<file path="src/esd_pkg.sv">
// Shared types, constants and character helpers for the escape sequence decoder.
`default_nettype none
package esd_pkg;

  localparam int COUNT_W     = 16;
  localparam int MAX_RESULTS = 3;
  localparam int FIFO_DEPTH  = 4;
  localparam int PTR_W       = $clog2(FIFO_DEPTH);
  localparam int LEVEL_W     = $clog2(FIFO_DEPTH + 1);
  localparam int PUSH_W      = $clog2(MAX_RESULTS + 1);

  localparam logic [7:0] CHAR_QUOTE     = 8'h22;
  localparam logic [7:0] CHAR_BACKSLASH = 8'h5C;
  localparam logic [7:0] CHAR_X         = 8'h78;
  localparam logic [1:0] HEX_DIGITS     = 2'd2;
  localparam logic [1:0] OCT_DIGITS     = 2'd3;

  typedef enum logic [1:0] {
    MODE_NORMAL,
    MODE_BACKSLASH,
    MODE_HEX,
    MODE_OCT
  } mode_t;

  typedef struct packed {
    logic [7:0]         out_byte;
    logic               end_of_string;
    logic [COUNT_W-1:0] replace_count;
    logic               run_last;
  } result_t;

  typedef struct packed {
    logic [PUSH_W-1:0]               n;
    result_t [MAX_RESULTS-1:0]       res;
  } push_t;

  function automatic result_t make_result(input logic [7:0] b, input logic eos,
                                          input logic [COUNT_W-1:0] cnt);
    result_t r;
    r.out_byte      = b;
    r.end_of_string = eos;
    r.replace_count = cnt;
    r.run_last      = 1'b0;
    return r;
  endfunction

  // Returns zero when the character is not a named escape.
  function automatic logic [7:0] named_escape(input logic [7:0] c);
    logic [7:0] m;
    case (c)
      8'h22:   m = 8'h22;
      8'h27:   m = 8'h27;
      8'h5C:   m = 8'h5C;
      8'h3F:   m = 8'h3F;
      8'h61:   m = 8'h07;
      8'h62:   m = 8'h08;
      8'h66:   m = 8'h0C;
      8'h6E:   m = 8'h0A;
      8'h74:   m = 8'h09;
      8'h72:   m = 8'h0D;
      8'h76:   m = 8'h0B;
      default: m = 8'h00;
    endcase
    return m;
  endfunction

  // Bit 4 flags a valid hex digit, bits 3:0 carry its value.
  function automatic logic [4:0] hex_digit(input logic [7:0] c);
    logic [4:0] d;
    d = 5'd0;
    if (c inside {[8'h30:8'h39]}) begin
      d = {1'b1, 4'(c - 8'h30)};
    end else if (c inside {[8'h61:8'h66]}) begin
      d = {1'b1, 4'(c - 8'h57)};
    end else if (c inside {[8'h41:8'h46]}) begin
      d = {1'b1, 4'(c - 8'h37)};
    end
    return d;
  endfunction

endpackage
`default_nettype wire

</file>
<file path="src/escape_sequence_decoder.sv">
// Top level of the escape sequence decoder.
//
// The input channel (in_valid, in_ready, in_byte, last) carries one string
// character per beat; last marks the final character of a string. The output
// channel (out_valid, out_ready and the result fields) carries zero to three
// result beats per input beat: cleaned bytes, then a summary beat with
// end_of_string set and the replacement count when the string closes.
// run_last flags the final result beat caused by one input beat.
// cfg_we and cfg_data write the escapes_enabled register, which applies to
// the next backslash seen outside an escape.
// A result beat enters the result buffer when its input beat is taken and is
// offered from there. Throughput is one input beat per cycle while each
// input yields at most one result and out_ready is high; the four-entry
// result buffer sets the pace otherwise, since in_ready is high only while
// at most one result waits. Reset clears the escape state, the count and the
// buffer, and sets escapes_enabled. When the receiver stalls, results stay
// in the buffer and input is taken until it holds two or more.
`default_nettype none
module escape_sequence_decoder (
  input  wire logic                   clk,
  input  wire logic                   rst,
  input  wire logic                   in_valid,
  output logic                        in_ready,
  input  wire logic [7:0]             in_byte,
  input  wire logic                   last,
  output logic                        out_valid,
  input  wire logic                   out_ready,
  output logic [7:0]                  out_byte,
  output logic                        end_of_string,
  output logic [esd_pkg::COUNT_W-1:0] replace_count,
  output logic                        run_last,
  input  wire logic                   cfg_we,
  input  wire logic                   cfg_data
);
  import esd_pkg::*;

  push_t   push;
  result_t head;
  logic    accept;

  assign accept = in_valid && in_ready;

  esd_core u_core (
    .clk      (clk),
    .rst      (rst),
    .accept   (accept),
    .in_byte  (in_byte),
    .last     (last),
    .cfg_we   (cfg_we),
    .cfg_data (cfg_data),
    .push     (push)
  );

  esd_out_fifo u_fifo (
    .clk       (clk),
    .rst       (rst),
    .push      (push),
    .head      (head),
    .out_valid (out_valid),
    .out_ready (out_ready),
    .in_ready  (in_ready)
  );

  assign out_byte      = head.out_byte;
  assign end_of_string = head.end_of_string;
  assign replace_count = head.replace_count;
  assign run_last      = head.run_last;

endmodule
`default_nettype wire

</file>
<file path="src/esd_core.sv">
// Per-byte decode logic with escape state, count and configuration register.
`default_nettype none
module esd_core (
  input  wire logic          clk,
  input  wire logic          rst,
  input  wire logic          accept,
  input  wire logic [7:0]    in_byte,
  input  wire logic          last,
  input  wire logic          cfg_we,
  input  wire logic          cfg_data,
  output esd_pkg::push_t     push
);
  import esd_pkg::*;

  mode_t              mode, mode_next;
  logic [1:0]         digits_taken, digits_taken_next;
  logic [8:0]         digit_value, digit_value_next;
  logic               prefix_open, prefix_open_next;
  logic [COUNT_W-1:0] replacements, replacements_next;
  logic               escapes_enabled;

  always_comb begin
    logic [7:0] m;
    logic [4:0] hd;
    logic       dv;
    logic [3:0] d;
    logic [1:0] limit;
    mode_next         = mode;
    digits_taken_next = digits_taken;
    digit_value_next  = digit_value;
    prefix_open_next  = prefix_open;
    replacements_next = replacements;
    push              = '0;
    m                 = named_escape(in_byte);
    hd                = hex_digit(in_byte);
    dv                = 1'b0;
    d                 = 4'd0;
    limit             = OCT_DIGITS;

    case (mode)
      MODE_NORMAL: begin
        if (in_byte == CHAR_QUOTE) begin
          if (replacements != '1) replacements_next = replacements + 1'b1;
        end else if (in_byte == CHAR_BACKSLASH && escapes_enabled) begin
          mode_next = MODE_BACKSLASH;
        end else begin
          push.res[push.n] = make_result(in_byte, 1'b0, '0);
          push.n = push.n + 1'b1;
        end
      end
      MODE_BACKSLASH: begin
        if (m != 8'h00) begin
          push.res[push.n] = make_result(m, 1'b0, '0);
          push.n = push.n + 1'b1;
          if (replacements != '1) replacements_next = replacements + 1'b1;
          mode_next = MODE_NORMAL;
        end else if (in_byte == CHAR_X) begin
          if (replacements != '1) replacements_next = replacements + 1'b1;
          mode_next         = MODE_HEX;
          digits_taken_next = 2'd0;
          digit_value_next  = 9'd0;
          prefix_open_next  = 1'b1;
        end else if (in_byte inside {[8'h30:8'h39]}) begin
          if (replacements != '1) replacements_next = replacements + 1'b1;
          mode_next         = MODE_OCT;
          digits_taken_next = 2'd1;
          if (in_byte inside {[8'h30:8'h37]}) begin
            digit_value_next = {6'd0, in_byte[2:0]};
            prefix_open_next = 1'b1;
          end else begin
            digit_value_next = 9'd0;
            prefix_open_next = 1'b0;
          end
        end else begin
          push.res[push.n] = make_result(CHAR_BACKSLASH, 1'b0, '0);
          push.n = push.n + 1'b1;
          push.res[push.n] = make_result(in_byte, 1'b0, '0);
          push.n = push.n + 1'b1;
          mode_next = MODE_NORMAL;
        end
      end
      MODE_HEX, MODE_OCT: begin
        if (mode == MODE_HEX) begin
          dv    = hd[4];
          d     = hd[3:0];
          limit = HEX_DIGITS;
        end else begin
          dv    = in_byte inside {[8'h30:8'h37]};
          d     = {1'b0, in_byte[2:0]};
          limit = OCT_DIGITS;
        end
        if (prefix_open && dv) begin
          digit_value_next = (mode == MODE_HEX) ? {digit_value[4:0], d}
                                                : {digit_value[5:0], d[2:0]};
        end else begin
          prefix_open_next = 1'b0;
        end
        digits_taken_next = digits_taken + 2'd1;
        if (digits_taken_next >= limit) begin
          push.res[push.n] = make_result(digit_value_next[7:0], 1'b0, '0);
          push.n = push.n + 1'b1;
          mode_next         = MODE_NORMAL;
          digits_taken_next = 2'd0;
          digit_value_next  = 9'd0;
          prefix_open_next  = 1'b0;
        end
      end
      default: begin
        mode_next = MODE_NORMAL;
      end
    endcase

    if (last) begin
      if (mode_next == MODE_BACKSLASH) begin
        push.res[push.n] = make_result(CHAR_BACKSLASH, 1'b0, '0);
        push.n = push.n + 1'b1;
      end else if (mode_next == MODE_HEX || mode_next == MODE_OCT) begin
        push.res[push.n] = make_result(digit_value_next[7:0], 1'b0, '0);
        push.n = push.n + 1'b1;
      end
      push.res[push.n] = make_result(8'h00, 1'b1, replacements_next);
      push.n = push.n + 1'b1;
      mode_next         = MODE_NORMAL;
      digits_taken_next = 2'd0;
      digit_value_next  = 9'd0;
      prefix_open_next  = 1'b0;
      replacements_next = '0;
    end

    if (push.n != '0) begin
      push.res[push.n - 1'b1].run_last = 1'b1;
    end
    if (!accept) begin
      push.n = '0;
    end
  end

  always_ff @(posedge clk) begin
    if (rst) begin
      mode            <= MODE_NORMAL;
      digits_taken    <= 2'd0;
      digit_value     <= 9'd0;
      prefix_open     <= 1'b0;
      replacements    <= '0;
      escapes_enabled <= 1'b1;
    end else begin
      if (accept) begin
        mode         <= mode_next;
        digits_taken <= digits_taken_next;
        digit_value  <= digit_value_next;
        prefix_open  <= prefix_open_next;
        replacements <= replacements_next;
      end
      if (cfg_we) begin
        escapes_enabled <= cfg_data;
      end
    end
  end

endmodule
`default_nettype wire

</file>
<file path="src/esd_out_fifo.sv">
// Result buffer that takes up to three results a cycle and hands out one per beat.
`default_nettype none
module esd_out_fifo (
  input  wire logic             clk,
  input  wire logic             rst,
  input  wire esd_pkg::push_t   push,
  output esd_pkg::result_t      head,
  output logic                  out_valid,
  input  wire logic             out_ready,
  output logic                  in_ready
);
  import esd_pkg::*;

  result_t            mem [FIFO_DEPTH];
  logic [PTR_W-1:0]   wr_ptr, rd_ptr;
  logic [LEVEL_W-1:0] level, level_next;
  logic               pop;

  assign out_valid = level != '0;
  assign pop       = out_valid && out_ready;
  assign head      = mem[rd_ptr];
  assign in_ready  = level <= LEVEL_W'(FIFO_DEPTH - MAX_RESULTS);

  always_comb begin
    level_next = level + LEVEL_W'(push.n) - LEVEL_W'(pop);
  end

  always_ff @(posedge clk) begin
    for (int i = 0; i < MAX_RESULTS; i++) begin
      if (PUSH_W'(i) < push.n) begin
        mem[wr_ptr + PTR_W'(i)] <= push.res[i];
      end
    end
  end

  always_ff @(posedge clk) begin
    if (rst) begin
      wr_ptr <= '0;
      rd_ptr <= '0;
      level  <= '0;
    end else begin
      wr_ptr <= wr_ptr + PTR_W'(push.n);
      rd_ptr <= rd_ptr + PTR_W'(pop);
      level  <= level_next;
    end
  end

endmodule
`default_nettype wire

</file>
<file path="config.mk">
export PLATFORM = sky130hd
export DESIGN_NAME = escape_sequence_decoder
export DESIGN_NICKNAME = d
export VERILOG_FILES = /design/src/esd_pkg.sv /design/src/escape_sequence_decoder.sv /design/src/esd_core.sv /design/src/esd_out_fifo.sv
export SDC_FILE = /design/constraint.sdc
export NUM_CORES = 1
export LEC_CHECK = 0
export BUFFER_PORTS_ARGS = -buffer_cell sky130_fd_sc_hd__clkbuf_2
export CAP_MARGIN = 15
export CELL_PAD_IN_SITES_DETAIL_PLACEMENT = 0
export CELL_PAD_IN_SITES_GLOBAL_PLACEMENT = 1
export CORE_MARGIN = 1.5
export CORE_UTILIZATION = 45
export CTS_CLUSTER_DIAMETER = 30
export CTS_CLUSTER_SIZE = 12
export DETAILED_ROUTE_END_ITERATION = 8
export PLACE_DENSITY = 0.79
export SYNTH_ARGS = -nofsm -noshare
export SYNTH_HDL_FRONTEND = slang
export SYNTH_SLANG_ARGS = --single-unit
</file>
<file path="constraint.sdc">
create_clock -name clk -period 5.6 [get_ports clk]
set_input_delay 0.56 -clock clk [delete_from_list [all_inputs] [get_ports clk]]
set_output_delay 0.56 -clock clk [all_outputs]
set_load 0.02 [all_outputs]
</file>
After elaboration in Yosys (flattened, before gate mapping):

Memory sizes are Yosys's and may differ from the RTL's. A register that Yosys moved wholly into a read port is not among the register bits.
Cells that the tools add are included.

* register bits: 37
* memory bits (writable): 104
* input bits: 15
* output and inout port bits: 28
* logic and storage cells: 172
* memories: 1

Memories
* u_fifo.mem: words 4, width 26, read ports 1, clocked after Yosys merged registers in 1, wr ports 3, RTL line esd_out_fifo.sv:14 `result_t mem [FIFO_DEPTH];`

* add/sub/neg operators: 14
* order comparisons: 18
* eq/ne operators: 22
* mux-type cells: 85
* bitwise gates (word level): 3
* reductions and logical operators: 20

Operator list (number)
* $mux 80: 4
* $bwmux 78: 3
* $mux 26: 8
* $demux 26 s2: 3
* $mux 52: 2
* $mux 16: 6
* $mux 78: 1
* $pmux 26 s3: 1
* $pmux 7 s11: 1
* $eq 8x7->1 const B: 9
* $and 44x66->66: 1
* $not 66->66: 1
* $mux 8: 7
* $mux 2: 19
* $pmux 16 s2: 1
* $eq 8x6->1 const B: 3
* $mux 1: 19
* $add 16x1->16 const B: 1
* $ge 8x7->1 const B: 2
* $le 8x6->1 const B: 2
* $le 8x7->1 const B: 2
* $ne 16x16->1 const B: 1
* $pmux 8 s2: 1
* $mux 5: 3
* other kinds (36): 61

Depth between registers and ports, before layout:

Gate-level depths: netlist of run 1.

* word-level depth: 28
* depth in mapped cells: 23

Modules after synthesis:

A second synthesis of run 1 with hierarchy kept.

* cells, all modules: 1166
* area, all modules: 9953.3 um^2

By module, submodules not included
* esd_out_fifo: instances 1, cells an instance 655, area each 6428.7 um^2, sequential area each 3263.1 um^2
* esd_core: instances 1, cells an instance 510, area each 3518.4 um^2, sequential area each 600.6 um^2
* escape_sequence_decoder: instances 1, cells an instance 1, area each 6.3 um^2, sequential area each 0.0 um^2

Worst setup path before layout of run 1:

Ideal clock, no wire load.

* path type: input port to flip-flop
* start point: input in_byte[1]
* end point: memory u_fifo.mem[2][0] in the netlist's numbering, enable pin
* setup time: 0.445 ns
* data arrival time: 5.716 ns
* required time: 5.155 ns
* slack: -0.561 ns
* cell stages on the path: 20
* path buffers: 3
* cells stage by stage: clkbuf_1 -> inv_1 -> ha_1 -> o21bai_1 -> a21oi_2 -> or3_1 -> buf_2 -> nor3_2 -> inv_1 -> ha_1 -> nand2_1 -> nand2_1 -> inv_1 -> ha_1 -> nand2b_1 -> nand2b_1 -> buf_1 -> nand2_4 -> a21oi_1 -> o21ai_0

RTL lines
* start, declared: RTL line escape_sequence_decoder.sv:24 `input wire logic [7:0] in_byte,`
* end, declared: RTL line esd_out_fifo.sv:14

==> reports/results.ini, run 1 <==
[power_and_ir_drop]
pwr-share-seq = 0.395
powerDensity_mw_per_mm2 = 361
power.static_leakage_nw = 3.23
pwr-share-comb = 0.251
p_sw_mw = 1.10
p_total_mw = 3.43
power_switching_share = 0.321
clkPwrFrac = 0.354
peakVddDrop_mv = 0.264
internal_power_mw = 2.33

[synth]
ys_ff_latch = 141
yosysSeqAreaShare = 0.457
synthAdderAreaFrac = 0.0276
syn-num-nets = 847
synth_top_family_by_area = simple AND/OR/NAND/NOR gates
synthesis.instances = 814
synth_compound_area_frac = 0.179
yosys.area_share.simple = 0.182
synthXorXnorAreaFrac = 0.0166
synth_edf_count = 104
ys.warnings.count = 0
ys_async_sr_fraction = 0
syn_area_mm2 = 0.00845
synthFlopType = edfxtp_1
avgSynthCellArea_um2 = 10.4
synthMuxAreaShare = 0.0938
synth_cell_type_count = 86

[sta]
fin_skew_ns = 0.0115
finalSetupViolCount = 0
tns_ns = 0
relSlewSlack = 0.342
finalMaxSlewViolations = 0
fin_ws_ns = 0.690
period_share = 0.877
worstMarginPinSlew_ns = 0.987
finalHoldViolations = 0
rsz0062_at_grt = false
fmax_ghz = 0.204
fin_crit_ns = 4.91

[routing]
wl_per_cell_um = 21.8
via_count = 6961
drtPass1Iterations = 7
vias_per_cell = 6.38
drc = 0
drt-initial-drc-count = 1054
drtAntennaViolNets = 0
routed_wl_um = 23800

[cells_and_area]
area_delta_synth_final_pct = 12.7
n_antenna_cell = 0
final_util = 0.523
fillers = 1617
drive_above_1_share = 0.191
nets = 882

[clocking]
holdBufCountCts = 0
cts_resized = 0
cts_made_buffers = 17
worst_skew_pair.late_latency_ns = 0.42
cts_tree = done
cts-root-buf = clkbuf_16
post-cts-setup-buffer-count = 0
path_clk_slew_ns = 0.07
ctsLongestPathBuffers = 2
htreeDepth = 4
cts.sinks = 141

[run]
cap_violations = 0

[floorplan]
core_area_mm2 = 0.0182
fp.dieH_um = 140
die_area_mm2 = 0.0196
io-pin-count = 43
initial_core_util = 0.464
core.rowCount = 49
die_w_um = 140

[placed_design]
place_ws_ns = 0.321
hpwl_um = 17300
io_buffers = 42
place_congestion = 0.968

[grt]
first_global_vias = 6644
grt_max_degree = 36
grt_pass1_wl_um = 37400
grt_overflow_total = 0
track_usage = 0.247
antenna_found_initial = 0

[min_path]
hold-path-cell-count = 3
hold_path_class = in2reg

[worst_setup_path]
r2r_cells = 18
cp.required_ns = 5.75
cp-start-kind = input port
crit_type = in2reg
cp_max_fo = 17
endpoint_kind = flop
worst_ep_arrival_time_ns = 5.06

[status]
status = complete, no violations

-- stage by stage --
step                cells  hold slack, ns  cell area, µm²
global placement     1059           0.440            8870
floorplan             814           0.432            8450
global route         1091           0.370            9520
detailed placement   1059           0.448            8870
CTS                  1091           0.345            9520
finish               1091           0.363            9520
-- cell families after synthesis --
| family | count (synthesis) |
|---|---|
| muxes | 46 |
| xor gates and xnor gates | 16 |
| buffers and inverters | 79 |
| DFF | 141 |
| AOI/OAI and AO/OA | 204 |
| and+or+nand+nor | 310 |
| adders and majority gates | 18 |
-- path summary, 6_finish.rpt --
path,start,endpoint,slack (ns)
max reg2reg,u_core.mode[0],u_fifo.mem[0][8],0.81
min reg2reg,u_core.digits_taken[1],u_core.digits_taken[1],0.45
max,in_byte[0],u_fifo.mem[0][8],0.69
min,cfg_data,u_core.escapes_enabled,0.36
-- cell type report --
type / count / area [µm²] / area share
repair buffers: 66 / 390 / 0.0410
well taps: 229 / 287 / 0.0301
clock inverters: 15 / 219 / 0.0230
clock buffers: 17 / 425 / 0.0447
multi-input cells: 594 / 4220 / 0.444
flip-flops and latches: 141 / 3860 / 0.406
inverters: 29 / 109 / 0.0114
-- routing by layer --
| metal | part of all wire | GRT usage | vias to the layer above |
|---|---|---|---|
| met5 | 0 | 0 | - |
| met1 | 0.44 | 0.336 | 3436 |
| li1 | - | - | 3173 |
| met4 | 0.025 | 0.0981 | 0 |
| met3 | 0.070 | 0.0540 | 50 |
| met2 | 0.47 | 0.386 | 302 |
-- registers in the layout, summed over array words and instances, names as in the netlist --
name	flops
u_core.digit_value	8
u_core.digits_taken	2
u_core.escapes_enabled	1
u_core.mode	2
u_core.prefix_open	1
u_core.replacements	16
u_fifo.level	3
u_fifo.mem	104
u_fifo.rd_ptr	2
u_fifo.wr_ptr	2
-- power by group through the flow --
stage,Clock (mW),Combinational (mW),Sequential [mW]
after floorplan,0,0.659,1.32
after global placement,0,0.856,1.37
after detailed placement,0,0.865,1.38
after CTS,1.23,0.871,1.36
after global routing,1.28,0.923,1.37
final,1.22,0.863,1.36
-- cell usage after synthesis (6+ instances only) --
master / count / area share
a21oi_1: 34 / 0.020
a222oi_1: 7 / 0.0083
a22o_1: 6 / 0.0062
a22oi_1: 11 / 0.0098
a2bb2oi_1: 17 / 0.018
and2_1: 13 / 0.0096
and3_1: 10 / 0.0074
buf_1: 6 / 0.0027
buf_2: 8 / 0.0047
clkbuf_1: 26 / 0.012
dfxtp_1: 37 / 0.088
edfxtp_1: 104 / 0.37
ha_1: 17 / 0.025
inv_1: 22 / 0.0098
inv_2: 6 / 0.0027
mux2i_1: 15 / 0.018
mux4_2: 26 / 0.069
nand2_1: 47 / 0.021
nand2b_1: 11 / 0.0081
nand3_1: 18 / 0.011
nand3b_1: 6 / 0.0053
nand4_1: 8 / 0.0059
nor2_1: 123 / 0.055
nor2b_1: 8 / 0.0059
nor3_1: 25 / 0.015
nor3b_1: 7 / 0.0062
nor4_1: 7 / 0.0052
o21ai_0: 29 / 0.017
o22ai_1: 15 / 0.011
o31ai_1: 7 / 0.0062
or3_1: 8 / 0.0059
xnor2_1: 10 / 0.010
xor2_1: 6 / 0.0062
-- cells in the final DEF (no fill, tap or decap), drive strengths merged, types with 7 or more instances in the layout --
cell,count
nor2b,8
nand2,48
or3,8
ha,17
xnor2,10
nor2,124
nand3,18
a2bb2oi,17
buf,24
o21ai,31
a222oi,7
a21oi,38
nor4,8
and2,13
and3,10
clkbuf,59
nand4,8
inv,37
o31ai,7
dfxtp,37
nor3b,7
nor3,27
mux2i,15
nand2b,11
o22ai,15
edfxtp,104
a22oi,11
mux4,26
-- worst max-delay path, stage by stage --
cell	delay, ns
clkbuf_2	0.23
inv_1	0.16
ha_1	0.24
o21bai_1	0.32
a21oi_2	0.18
or3_1	0.44
nor3_2	0.33
inv_1	0.15
ha_1	0.29
nand2_1	0.04
nand2_1	0.09
inv_1	0.06
ha_1	0.28
nand2b_1	0.18
nand2b_1	0.40
nand2_4	0.23
o211ai_1	0.11
a222oi_1	0.34
buf_4	0.31
nor2_1	0.09
Note: power is estimated with default switching activity, not from simulation.
==> run 2: changes to the inputs <==
Settings changed: CELL_PAD_IN_SITES_DETAIL_PLACEMENT 0 to 1, CORE_MARGIN 1.5 to 5.
==> reports/results.ini, run 2 (synthesis gave the netlist of run 1 again) <==
[cells_and_area]
final_area_mm2 = 0.00951  ; about the same
fillers = 2003  ; +24%
nets = 884  ; +0.23%
regMostFlops = u_fifo.mem
n_antenna_cell = 0  ; unchanged
area_delta_synth_final_pct = 12.6  ; about the same
final_util = 0.512  ; -0.0107
final_cell_count_no_fill = 1098  ; +0.64%
layout_commonest_cell = nor2_1
largest_reg_flops = 104  ; unchanged
top_regs = u_fifo.mem (104), u_core.replacements (16), u_core.digit_value (8)
drive_above_1_share = 0.193  ; +0.00187
final_cell_mix = nor2_1 (123), edfxtp_1 (104), nand2_1 (47)

[power_and_ir_drop]
power.static_leakage_nw = 3.23  ; -0.15%
pwr-share-seq = 0.398  ; +0.003
peakVddDrop_mv = 0.268  ; +1.7%
pwr-share-comb = 0.266  ; +0.015
internal_power_mw = 2.22  ; -4.7%
power_switching_share = 0.350  ; +0.0289
p_total_mw = 3.42  ; -0.41%
powerDensity_mw_per_mm2 = 360  ; -0.37%
p_sw_mw = 1.20  ; +8.5%
clkPwrFrac = 0.335  ; -0.019

[grt]
first_global_vias = 7252  ; +9.2%
grt_pass1_wl_um = 42600  ; +14%
grt_max_degree = 36  ; unchanged
grt_overflow_total = 0  ; unchanged
antenna_found_initial = 0  ; unchanged
track_usage = 0.250  ; +0.00277

[min_path]
hold_path_class = in2reg
min_from = cfg_data
hold-path-cell-count = 3  ; unchanged
hold_end = u_core.escapes_enabled

[sta]
tns_ns = 0  ; unchanged
finalMaxSlewViolations = 0  ; unchanged
fin_crit_ns = 5.11  ; +0.196 ns
finalHoldViolations = 0  ; unchanged
fin_ws_ns = 0.494  ; -0.196 ns
period_share = 0.912  ; +0.0350
fin_skew_ns = 0.0148  ; +0.00324 ns
relSlewSlack = 0.297  ; -0.0448
finalSetupViolCount = 0  ; unchanged
holdWs_ns = 0.350  ; -0.0129 ns
worstMarginPinSlew_ns = 1.05  ; +0.0634 ns
rsz0062_at_grt = false
fmax_ghz = 0.196  ; -3.8%

[routing]
drc = 0  ; unchanged
drtAntennaViolNets = 0  ; unchanged
via_count = 7137  ; +2.5%
wl_per_cell_um = 24.5  ; +12%
drtPass1Iterations = 6  ; -1
drt-initial-drc-count = 693  ; -34%
vias_per_cell = 6.50  ; +1.9%
routed_wl_um = 26900  ; +13%

[clocking]
worst_skew_pair.late_latency_ns = 0.43  ; about the same
ctsLongestPathBuffers = 2  ; unchanged
htreeDepth = 4  ; unchanged
holdBufCountCts = 0  ; unchanged
post-cts-setup-buffer-count = 0  ; unchanged
path_clk_slew_ns = 0.07  ; about the same
cts.sinks = 141  ; unchanged
cts_resized = 0  ; unchanged
cts-root-buf = clkbuf_16
cts_tree = done
cts_made_buffers = 17  ; unchanged

[placed_design]
dp.cells = 1066  ; +0.66%
place_congestion = 0.994  ; +2.6%
placedInstanceArea_mm2 = 0.00890  ; +0.38%
place_ws_ns = 0.179  ; -0.142 ns
hpwl_um = 19200  ; +12%
io_buffers = 42  ; unchanged

[worst_setup_path]
cp.required_ns = 5.76  ; about the same
reg2reg_from = u_core.mode[0]
regToRegSetupSlack_ns = 0.66  ; -0.15 ns
cp-start-kind = input port
crit_type = in2reg
cp_max_fo = 17  ; unchanged
path_delay_family = simple AND/OR/NAND/NOR gates
endpoint_kind = flop
worst_ep_arrival_time_ns = 5.27  ; +0.21 ns
r2r_cells = 18  ; unchanged
crit_chain = clkbuf_2, inv_1, ha_1, o21bai_1, a21oi_2, or3_1, nor3_2, inv_1, ha_1, nand2_1, nand2_1, inv_1, ha_1, nand2b_1, o41a_1, nor3_2, o21ai_1, a222oi_1, buf_4, nor2_1
crit_slowest_cell = or3_1
critPathBufInv = 5  ; unchanged
cp_slowest_stage_delay_ns = 0.42  ; -0.02 ns
worstReg2RegEnd = u_fifo.mem[1][14]

[floorplan]
die_w_um = 147  ; +5.0%
die_area_mm2 = 0.0216  ; +10%
io-pin-count = 43  ; unchanged
fp.dieH_um = 147  ; +5.0%
initial_core_util = 0.455  ; -0.00928
core_area_mm2 = 0.0186  ; +2.0%
core.rowCount = 50  ; +2.0%

[run]
cap_violations = 0  ; unchanged

[status]
status = complete, no violations

## run 2: cell count changes in the layout (fill, tap and decap cells not counted), sizes merged
cell      before  now
buf           24   26
clkinv         3    8
clkinvlp       1    0
inv           37   36
bufinv         3    0
## run 2: worst register-to-register path: stages, from the launching register on
cell and delay [ns]:
dfxtp_1 0.48, and2b_1 0.30, inv_2 0.23, ha_1 0.27
nand2b_1 0.21, and3_1 0.33, nor3_1 0.28, ha_1 0.28
nand2_1 0.06, nand2_1 0.08, inv_1 0.09, ha_1 0.24
nand2b_1 0.18, o41a_1 0.24, nor3_2 0.39, o21ai_1 0.23
a222oi_1 0.38, buf_4 0.32, nor2_1 0.08
## run 2: layout make-up
cell class,instances,area [µm²],share of cell area
well taps,234,293,0.0308
repair buffers,68,418,0.0439
inverters,29,109,0.0114
clock buffers,17,425,0.0447
flip-flops and latches,141,3860,0.406
multi-input cells,594,4220,0.444
clock inverters,15,181,0.0191
## run 2: per-layer routing
metal	up-vias	global-route usage	share of wire
met1	3605	0.338	0.43
li1	3179	-	-
met3	45	0.0506	0.068
met4	0	0.0601	0.016
met5	-	0	0
met2	308	0.416	0.48
## run 2: worst max-delay path by stage
stage                     startpoint                 to  slack (ns)  cells past startpoint
final                     in_byte[1]  u_fifo.mem[1][14]        0.49                     20
after global routing      in_byte[1]   u_fifo.mem[1][7]        0.31                     20
after CTS                 in_byte[1]  u_fifo.mem[1][14]        0.58                     20
after detailed placement  in_byte[1]  u_fifo.mem[1][14]        0.18                     20
after global placement    in_byte[0]  u_fifo.mem[1][15]        0.39                     20
after floorplan           in_byte[1]   u_fifo.mem[2][0]        0.14                     20
## run 2: power groups by stage
stage | clock [mW] | combinational (mW) | sequential (mW)
after floorplan | 0 | 0.659 | 1.32
after global placement | 0 | 0.882 | 1.38
after detailed placement | 0 | 0.905 | 1.39
after CTS | 1.16 | 0.914 | 1.37
after global routing | 1.21 | 0.974 | 1.38
final | 1.15 | 0.911 | 1.36
